<file path="config.mk">
export PLATFORM = sky130hd
export DESIGN_NAME = eth_ipv4_tcp_udp_classifier_core
export DESIGN_NICKNAME = d
export VERILOG_FILES = /design/src/hdl/eic_pkg.sv /design/src/hdl/eth_ipv4_tcp_udp_classifier_core.sv
export SDC_FILE = /design/constraint.sdc
export NUM_CORES = 1
export LEC_CHECK = 0
export BUFFER_PORTS_ARGS = -buffer_cell sky130_fd_sc_hd__buf_4
export CAP_MARGIN = 10
export CORE_UTILIZATION = 55
export CTS_CLUSTER_SIZE = 16
export DETAILED_ROUTE_END_ITERATION = 7
export HOLD_SLACK_MARGIN = 0.03
export PLACE_DENSITY = 0.72
export RECOVER_POWER = 50
export SETUP_SLACK_MARGIN = 0.02
export SLEW_MARGIN = 20
export SYNTH_ARGS = -nofsm -noshare
export SYNTH_HDL_FRONTEND = slang
export SYNTH_SLANG_ARGS = --single-unit
</file>
<file path="constraint.sdc">
create_clock -name clk -period 13.4 [get_ports clk]
set_clock_uncertainty 0.1 [all_clocks]
set_input_delay 1.34 -clock clk [delete_from_list [all_inputs] [get_ports clk]]
set_output_delay 1.34 -clock clk [all_outputs]
set_load 0.02 [all_outputs]
</file>
<file path="src/hdl/eic_pkg.sv">
// ----------------------------------------------------------------------------
// eic_pkg
// Types, constants and helper functions for the Ethernet/IPv4/TCP/UDP
// classifier core.
// ----------------------------------------------------------------------------
package eic_pkg;

  localparam int unsigned POS_W      = 17;
  localparam logic [POS_W-1:0] MAX_FRAME = 17'd65549;
  localparam logic [15:0] ETHERTYPE_IPV4 = 16'h0800;
  localparam logic [7:0]  PROTO_TCP  = 8'd6;
  localparam logic [7:0]  PROTO_UDP  = 8'd17;
  localparam logic [15:0] FOLD_ONES  = 16'hffff;
  localparam logic [3:0]  MIN_WORDS  = 4'd5;
  localparam int unsigned IN_DATA_W  = 8;
  localparam int unsigned OUT_DATA_W = 152;

  // Byte offsets inside the frame.
  localparam logic [POS_W-1:0] POS_TYPE_HI  = 17'd12;
  localparam logic [POS_W-1:0] POS_TYPE_LO  = 17'd13;
  localparam logic [POS_W-1:0] POS_IP_START = 17'd14;
  localparam logic [POS_W-1:0] POS_LEN_HI   = 17'd16;
  localparam logic [POS_W-1:0] POS_LEN_LO   = 17'd17;
  localparam logic [POS_W-1:0] POS_PROTO    = 17'd23;
  localparam logic [POS_W-1:0] POS_ADDR_LO  = 17'd26;
  localparam logic [POS_W-1:0] POS_ADDR_HI  = 17'd33;

  typedef enum logic [1:0] {
    CLS_NOT_IPV4 = 2'd0,
    CLS_TCP      = 2'd1,
    CLS_UDP      = 2'd2,
    CLS_OTHER    = 2'd3
  } pkt_class_t;

  // Frame state captured at the final byte.
  typedef struct packed {
    logic [POS_W-1:0] flen;
    logic             is_ipv4;
    logic [3:0]       ip_hdr_words;
    logic [15:0]      ip_total_len;
    logic [7:0]       ip_proto;
    logic [3:0]       tcp_hdr_words;
    logic [15:0]      ones_sum;
    logic [15:0]      src_port;
    logic [15:0]      dst_port;
  } frame_snap_t;

  // Result item, last member in the lowest bits.
  typedef struct packed {
    logic [3:0]  pad;
    logic [31:0] other_total;
    logic [31:0] udp_total;
    logic [31:0] tcp_total;
    logic        truncated;
    logic [15:0] payload_len;
    logic        checksum_ok;
    logic [15:0] dst_port;
    logic [15:0] src_port;
    pkt_class_t  pkt_class;
  } result_t;

  function automatic logic [15:0] fold16(input logic [15:0] acc, input logic [15:0] word);
    logic [16:0] s;
    s = {1'b0, acc} + {1'b0, word};
    return s[15:0] + {15'd0, s[16]};
  endfunction

  function automatic logic [3:0] eff_words(input logic [3:0] w);
    return (w < MIN_WORDS) ? MIN_WORDS : w;
  endfunction

endpackage

</file>
<file path="src/hdl/eth_ipv4_tcp_udp_classifier_core.sv">
// ----------------------------------------------------------------------------
// eth_ipv4_tcp_udp_classifier_core
// Parses an Ethernet frame byte by byte, classifies it as non-IPv4 or as IPv4 TCP,
// UDP or other, extracts ports, checks the TCP checksum and keeps counts of TCP, UDP and other IPv4 frames.
// ----------------------------------------------------------------------------
// Throughput: one frame byte per clock cycle while s_tready is high.
// A frame's final byte passes through the input register and the frame snapshot;
// its result is then written into the output buffer.
// A two-entry output buffer decouples the sides; s_tready drops only when it
// is full. Reset (rst, synchronous) clears frame state, counters and valids.
module eth_ipv4_tcp_udp_classifier_core (
  input  logic         clk,
  input  logic         rst,
  input  logic         s_tvalid,
  output logic         s_tready,
  input  logic [7:0]   s_tdata,   // [7:0] data_byte
  input  logic         s_tlast,   // last_byte
  output logic         m_tvalid,
  input  logic         m_tready,
  output logic [151:0] m_tdata    // pkt_class, src_port, dst_port, checksum_ok,
                                  // payload_len, truncated, tcp_total, udp_total,
                                  // other_total, zero pad
);
  import eic_pkg::*;

  logic en;

  // Input register.
  logic       in_valid;
  logic [7:0] in_data;
  logic       in_last;

  // Per-frame state.
  logic [POS_W-1:0] byte_pos, byte_pos_next;
  logic [15:0]      ether_kind, ether_kind_next;
  logic [3:0]       ip_hdr_words, ip_hdr_words_next;
  logic [15:0]      ip_total_len, ip_total_len_next;
  logic [7:0]       ip_proto, ip_proto_next;
  logic [3:0]       tcp_hdr_words, tcp_hdr_words_next;
  logic [15:0]      ones_sum, ones_sum_next;
  logic [7:0]       high_byte_hold, high_byte_hold_next;
  logic [15:0]      port_src_reg, port_src_reg_next;
  logic [15:0]      port_dst_reg, port_dst_reg_next;

  logic [POS_W-1:0] l4_pos, seg_end, k_pos;
  logic             l4ports, in_l4, in_seg;

  // Snapshot stage.
  logic        snap_valid;
  frame_snap_t snap;

  // Counters and result.
  logic [31:0] tcp_count, tcp_count_next;
  logic [31:0] udp_count, udp_count_next;
  logic [31:0] other_count, other_count_next;
  result_t     res;

  logic [7:0]       ihl4, thl4, l4_len, need_tcp, need_udp, hdr_tcp;
  logic [POS_W-1:0] total_end, udp_diff;
  logic [15:0]      s1, s2;
  logic             short_frame, len_ok;

  // Output buffer.
  logic    main_valid, skid_valid, push, pop;
  result_t main_q, skid_q;

  assign en       = !skid_valid;
  assign s_tready = en;
  assign m_tvalid = main_valid;
  assign m_tdata  = main_q;
  assign push     = en && snap_valid;
  assign pop      = main_valid && m_tready;

  always_ff @(posedge clk) begin
    if (rst) begin
      in_valid <= 1'b0;
    end else if (en) begin
      in_valid <= s_tvalid;
    end
    if (en) begin
      in_data <= s_tdata;
      in_last <= s_tlast;
    end
  end

  always_comb begin
    byte_pos_next       = byte_pos;
    ether_kind_next     = ether_kind;
    ip_hdr_words_next   = ip_hdr_words;
    ip_total_len_next   = ip_total_len;
    ip_proto_next       = ip_proto;
    tcp_hdr_words_next  = tcp_hdr_words;
    ones_sum_next       = ones_sum;
    high_byte_hold_next = high_byte_hold;
    port_src_reg_next   = port_src_reg;
    port_dst_reg_next   = port_dst_reg;

    l4_pos  = POS_IP_START + {11'd0, eff_words(ip_hdr_words), 2'b00};
    seg_end = POS_IP_START + {1'b0, ip_total_len};
    k_pos   = byte_pos - l4_pos;
    l4ports = (ip_proto == PROTO_TCP) || (ip_proto == PROTO_UDP);
    in_l4   = (byte_pos >= l4_pos) && (byte_pos < l4_pos + 17'd4);
    in_seg  = (ip_proto == PROTO_TCP) && (byte_pos >= l4_pos) && (byte_pos < seg_end);

    if (byte_pos < MAX_FRAME) begin
      byte_pos_next = byte_pos + 17'd1;
      if (byte_pos == POS_TYPE_HI) begin
        ether_kind_next = {in_data, 8'h00};
      end else if (byte_pos == POS_TYPE_LO) begin
        ether_kind_next = {ether_kind[15:8], in_data};
      end
      if (ether_kind == ETHERTYPE_IPV4 && byte_pos >= POS_IP_START) begin
        if (byte_pos == POS_IP_START) begin
          ip_hdr_words_next = in_data[3:0];
        end else if (byte_pos == POS_LEN_HI) begin
          ip_total_len_next = {in_data, 8'h00};
        end else if (byte_pos == POS_LEN_LO) begin
          ip_total_len_next = {ip_total_len[15:8], in_data};
        end else if (byte_pos == POS_PROTO) begin
          ip_proto_next = in_data;
        end
        if (byte_pos >= POS_ADDR_LO && byte_pos <= POS_ADDR_HI) begin
          if (!byte_pos[0]) begin
            high_byte_hold_next = in_data;
          end else begin
            ones_sum_next = fold16(ones_sum, {high_byte_hold, in_data});
          end
        end
        if (l4ports && in_l4) begin
          case (k_pos[1:0])
            2'd0:    port_src_reg_next = {in_data, port_src_reg[7:0]};
            2'd1:    port_src_reg_next = {port_src_reg[15:8], in_data};
            2'd2:    port_dst_reg_next = {in_data, port_dst_reg[7:0]};
            default: port_dst_reg_next = {port_dst_reg[15:8], in_data};
          endcase
        end
        if (in_seg) begin
          if (byte_pos == l4_pos + 17'd12) begin
            tcp_hdr_words_next = in_data[7:4];
          end
          if (!byte_pos[0]) begin
            if (byte_pos + 17'd1 == seg_end) begin
              ones_sum_next = fold16(ones_sum, {in_data, 8'h00});
            end else begin
              high_byte_hold_next = in_data;
            end
          end else begin
            ones_sum_next = fold16(ones_sum, {high_byte_hold, in_data});
          end
        end
      end
    end
  end

  always_ff @(posedge clk) begin
    if (rst) begin
      byte_pos       <= '0;
      ether_kind     <= '0;
      ip_hdr_words   <= '0;
      ip_total_len   <= '0;
      ip_proto       <= '0;
      tcp_hdr_words  <= '0;
      ones_sum       <= '0;
      high_byte_hold <= '0;
      port_src_reg   <= '0;
      port_dst_reg   <= '0;
      snap_valid     <= 1'b0;
    end else if (en) begin
      snap_valid <= in_valid && in_last;
      if (in_valid) begin
        if (in_last) begin
          byte_pos       <= '0;
          ether_kind     <= '0;
          ip_hdr_words   <= '0;
          ip_total_len   <= '0;
          ip_proto       <= '0;
          tcp_hdr_words  <= '0;
          ones_sum       <= '0;
          high_byte_hold <= '0;
          port_src_reg   <= '0;
          port_dst_reg   <= '0;
        end else begin
          byte_pos       <= byte_pos_next;
          ether_kind     <= ether_kind_next;
          ip_hdr_words   <= ip_hdr_words_next;
          ip_total_len   <= ip_total_len_next;
          ip_proto       <= ip_proto_next;
          tcp_hdr_words  <= tcp_hdr_words_next;
          ones_sum       <= ones_sum_next;
          high_byte_hold <= high_byte_hold_next;
          port_src_reg   <= port_src_reg_next;
          port_dst_reg   <= port_dst_reg_next;
        end
      end
    end
  end

  always_ff @(posedge clk) begin
    if (en) begin
      snap.flen          <= byte_pos_next;
      snap.is_ipv4       <= (ether_kind_next == ETHERTYPE_IPV4);
      snap.ip_hdr_words  <= ip_hdr_words_next;
      snap.ip_total_len  <= ip_total_len_next;
      snap.ip_proto      <= ip_proto_next;
      snap.tcp_hdr_words <= tcp_hdr_words_next;
      snap.ones_sum      <= ones_sum_next;
      snap.src_port      <= port_src_reg_next;
      snap.dst_port      <= port_dst_reg_next;
    end
  end

  always_comb begin
    ihl4        = {2'b00, eff_words(snap.ip_hdr_words), 2'b00};
    thl4        = {2'b00, eff_words(snap.tcp_hdr_words), 2'b00};
    l4_len      = 8'd14 + ihl4;
    need_tcp    = l4_len + thl4;
    need_udp    = l4_len + 8'd8;
    hdr_tcp     = ihl4 + thl4;
    total_end   = POS_IP_START + {1'b0, snap.ip_total_len};
    udp_diff    = snap.flen - {9'd0, need_udp};
    short_frame = snap.flen < POS_IP_START;
    len_ok      = snap.ip_total_len >= {8'd0, hdr_tcp};
    s1          = fold16(snap.ones_sum, 16'd6);
    s2          = fold16(s1, snap.ip_total_len - {8'd0, ihl4});

    res             = '0;
    res.pkt_class   = CLS_NOT_IPV4;
    res.truncated   = short_frame;
    if (!short_frame && snap.is_ipv4) begin
      if (snap.ip_proto == PROTO_TCP) begin
        res.pkt_class   = CLS_TCP;
        res.truncated   = (snap.flen < {9'd0, need_tcp}) || (snap.flen < total_end);
        res.payload_len = len_ok ? (snap.ip_total_len - {8'd0, hdr_tcp}) : 16'd0;
        res.src_port    = snap.src_port;
        res.dst_port    = snap.dst_port;
        res.checksum_ok = !res.truncated && len_ok && (s2 == FOLD_ONES);
      end else if (snap.ip_proto == PROTO_UDP) begin
        res.pkt_class   = CLS_UDP;
        res.truncated   = (snap.flen < {9'd0, need_udp}) || (snap.flen < total_end);
        if (snap.flen <= {9'd0, need_udp}) begin
          res.payload_len = 16'd0;
        end else if (udp_diff[16]) begin
          res.payload_len = 16'hffff;
        end else begin
          res.payload_len = udp_diff[15:0];
        end
        res.src_port    = snap.src_port;
        res.dst_port    = snap.dst_port;
      end else begin
        res.pkt_class   = CLS_OTHER;
        res.truncated   = (snap.flen < {9'd0, l4_len}) || (snap.flen < total_end);
        res.payload_len = (snap.ip_total_len > {8'd0, ihl4}) ?
                          (snap.ip_total_len - {8'd0, ihl4}) : 16'd0;
      end
    end

    tcp_count_next   = tcp_count;
    udp_count_next   = udp_count;
    other_count_next = other_count;
    if (res.pkt_class == CLS_TCP && tcp_count != '1) begin
      tcp_count_next = tcp_count + 32'd1;
    end
    if (res.pkt_class == CLS_UDP && udp_count != '1) begin
      udp_count_next = udp_count + 32'd1;
    end
    if (res.pkt_class == CLS_OTHER && other_count != '1) begin
      other_count_next = other_count + 32'd1;
    end
    res.tcp_total   = tcp_count_next;
    res.udp_total   = udp_count_next;
    res.other_total = other_count_next;
  end

  always_ff @(posedge clk) begin
    if (rst) begin
      tcp_count   <= '0;
      udp_count   <= '0;
      other_count <= '0;
    end else if (push) begin
      tcp_count   <= tcp_count_next;
      udp_count   <= udp_count_next;
      other_count <= other_count_next;
    end
  end

  always_ff @(posedge clk) begin
    if (rst) begin
      main_valid <= 1'b0;
      skid_valid <= 1'b0;
    end else if (pop) begin
      if (skid_valid) begin
        skid_valid <= 1'b0;
      end else if (!push) begin
        main_valid <= 1'b0;
      end
    end else if (push) begin
      if (!main_valid) begin
        main_valid <= 1'b1;
      end else begin
        skid_valid <= 1'b1;
      end
    end
  end

  always_ff @(posedge clk) begin
    if (pop && skid_valid) begin
      main_q <= skid_q;
    end else if (push && (pop || !main_valid)) begin
      main_q <= res;
    end
    if (push && main_valid && !pop) begin
      skid_q <= res;
    end
  end

`ifndef SYNTHESIS
  a_skid_needs_main: assert property (@(posedge clk) disable iff (rst)
    skid_valid |-> main_valid)
    else $error("Skid entry is occupied while the main output entry is empty.");

  a_stall_only_when_full: assert property (@(posedge clk) disable iff (rst)
    !s_tready |-> m_tvalid)
    else $error("Input is stalled although no result is waiting.");

  a_tcp_count_monotonic: assert property (@(posedge clk) disable iff (rst)
    !$past(rst) |-> tcp_count >= $past(tcp_count))
    else $error("TCP frame count decreased.");

  a_no_push_when_frozen: assert property (@(posedge clk) disable iff (rst)
    skid_valid && !m_tready |=> $stable(tcp_count) && $stable(udp_count))
    else $error("Counters changed while the output buffer was full.");
`endif

endmodule

</file>
==> impl_metrics.ini <==
[place]
place_inst = 4143
dpl.hpwl_mm = 59.2
routabilityCongestion = 0.944
io_buffer_count = 162
preCtsSetupSlack_ps = 6100
placed_area_mm2 = 0.0359

[pwr]
leakage_nw = 14.3
internal_power_mw = 3.20
ir_drop_mv = 0.104
swShare = 0.213
p_clk_frac = 0.469
power.density_mw_per_mm2 = 108
power_frac_comb = 0.027
power_switching_uw = 865
power_frac_seq = 0.504

[logic_synthesis]
netlist.area_leader.share = 0.355
synth_seq_cells = 624
synth_ff_type = edfxtp_1
netlist_instances = 3349
netlist_top_cells_count = nor2_1, edfxtp_1, dfxtp_1
synth_area_mm2 = 0.0341
post-synth-top-area-cell = edfxtp_1
synth.area.top_cells = edfxtp_1, dfxtp_1, nor2_1, ha_1, xnor2_1
yosys_warnings = 0
synth_most_common_cell = nor2_1
synth_area_per_cell_um2 = 10.2
ys_seq_area_frac = 0.484
synth_edf_count = 403
synth_async_sr_flop_share = 0
synth_cell_types = 101

[setup_path]
worstRegToRegCells = 5
crit_fanout = 113
cp_cell_sequence = clkbuf_1, clkbuf_1, a311oi_1, a41o_1
critPathRequiredTime_ps = 13780
worst_setup_path_start_kind = input port
r2r_start = skid_valid
end_kind = register
crit_buf_inv = 2
critPathMaxStageDelay_ps = 3500
ff2ff_setup_slack_ps = 5940
crit_type = input port to register
crit_slowest_cell = clkbuf_1
crit_family = buffers and inverters
worstPathArrival_ps = 8730
crit_top_cell = clkbuf_1
reg2reg_to = skid_q[130]

[routing]
wirelength_mm = 84.6
drc = 0
wl_per_cell_um = 19.8
top_layer_used = met4
drtIter0Drc = 2276
viasPerCell = 6.04
first_pass_iters = 6
route.met2.wl_mm = 40.7
ant_nets = 0
met3_wirelength_mm = 4.61
num_vias = 25800
met1_length_mm = 36.6

[floorplan]
coreArea_mm2 = 0.0608
rows = 90
pin_count = 167
start_util = 0.561
die_area_mm2 = 0.0630
die_w_um = 251
dieHeight_um = 251

[layout]
layout.nets = 3592
area_growth_pct = 9.93
final_cell_area_mm2 = 0.0375
drive_gt1_frac = 0.0849
diodes = 0
utilization = 0.617
fin_cells = 4267

[timing]
maxSlewHeadroom = -2.41
period_needed_ps = 8350
rsz0062_at_grt = no
tns_ps = 0
finalHoldViolations = 0
layout_setup_ws_ps = 5050
tightest_slew_ps = 5120
fmax_mhz = 120
setup_viol = 0
period_share = 0.623
slew_violations = 567

[worst_hold_path]
hp-start = tcp_hdr_words[1]
worstHoldEndpoint = tcp_hdr_words[1]
holdPathStages = 2
hold_class = register to register

[clock_network]
holdBufCountCts = 0
clk_path_buf_depth = 3
cts_setup_buffers = 0
cts.clk_slew.worst_paths_ps = 60
insertion_delay_ps = 610
cts_root_buf = clkbuf_16
cts.htree.levels = 3
cts_inserted_buffers = 67
ctsResizeCount = 0
cts_sinks = 624
cts_tree = done

[grt]
grt_max_degree = 114
antenna_found_initial = 1
overflow = 0
grtUsageTotal = 0.264
grt_pass1_wl_mm = 134
grt_pass1_vias = 24900

[outcome]
status = finished, violations left
violations = capacitance limit, slew limit

[job]
maxCapViolCount = 12
[layer usage]
layer / vias up / track usage
met5: - / 0
met4: 0 / 0.0984
met3: 154 / 0.0327
met2: 828 / 0.446
met1: 12400 / 0.349
li1: 12400 / -
[worst max-delay path by stage]
stage | to | cells after the start | startpoint | slack (ps)
5_1_grt | other_count[29] | 4 | rst | 4580
4_1_cts | skid_q[34] | 29 | snap[35] | 6090
2_1_floorplan | m_tdata[0] | 6 | skid_valid | 4100
3_5_place_dp | skid_q[34] | 29 | snap[35] | 6100
6_report | other_count[29] | 4 | rst | 5050
3_3_place_gp | skid_q[34] | 29 | snap[35] | 6360
[cell usage in the layout, fill, tap and decap left out, types with 13 or more instances in the layout]
cell,count
xor2_1,154
clkbuf_16,69
ha_1,141
buf_4,26
or3_1,38
edfxtp_1,403
nor3_1,66
or2_2,15
a22oi_1,93
mux2_2,98
o21ai_0,103
o211ai_1,15
a31oi_1,13
dfxtp_1,221
a22o_1,49
o21a_1,22
and4_1,13
and3_1,76
nor4_1,42
clkbuf_1,170
nand2b_1,22
a21o_1,38
nand2_1,216
a21oi_1,130
inv_1,77
clkbuf_8,14
a211oi_1,35
nand3_1,105
xnor2_1,182
nor2_1,484
and2_1,28
o31ai_1,23
nor2b_1,16
nand4_1,54
[power groups by stage]
stage	registers [mW]	clock network (mW)	logic (mW)
final	2.05	1.91	0.111
after global placement	2.09	0	0.114
after global routing	2.05	2.01	0.118
after CTS	2.05	1.94	0.116
after floorplan	2.10	0	0.0627
after detailed placement	2.09	0	0.115
[layout make-up]
class / instances / area, µm²
Multi-Input combinational cell: 2467 / 16500
Clock inverter: 28 / 357
Clock buffer: 96 / 1970
Fill cell: 5021 / 23300
Inverter: 79 / 298
Sequential cell: 624 / 16500
Timing Repair Buffer: 191 / 845
Tap cell: 782 / 978
[kinds of logic after synthesis]
logic type      synth area share
other cells             0.000220
mux                       0.0366
compound gates             0.127
fa+ha+maj                 0.0567
xor+xnor                  0.0876
simple gates               0.177
buf+inv                   0.0303
flops                      0.484
[worst min-delay path, cell delays in order (launching register included)]
cell and delay, ps:
dfxtp_1 320, a22oi_1 80, nor2_1 70
[through the flow]
step	hold slack (ps)	total power, mW
4_1_cts	412	4.10
3_5_place_dp	390	2.20
6_report	405	4.06
2_1_floorplan	358	2.16
3_3_place_gp	382	2.20
5_1_grt	438	4.18
Note: power is estimated with default switching activity, not from simulation.
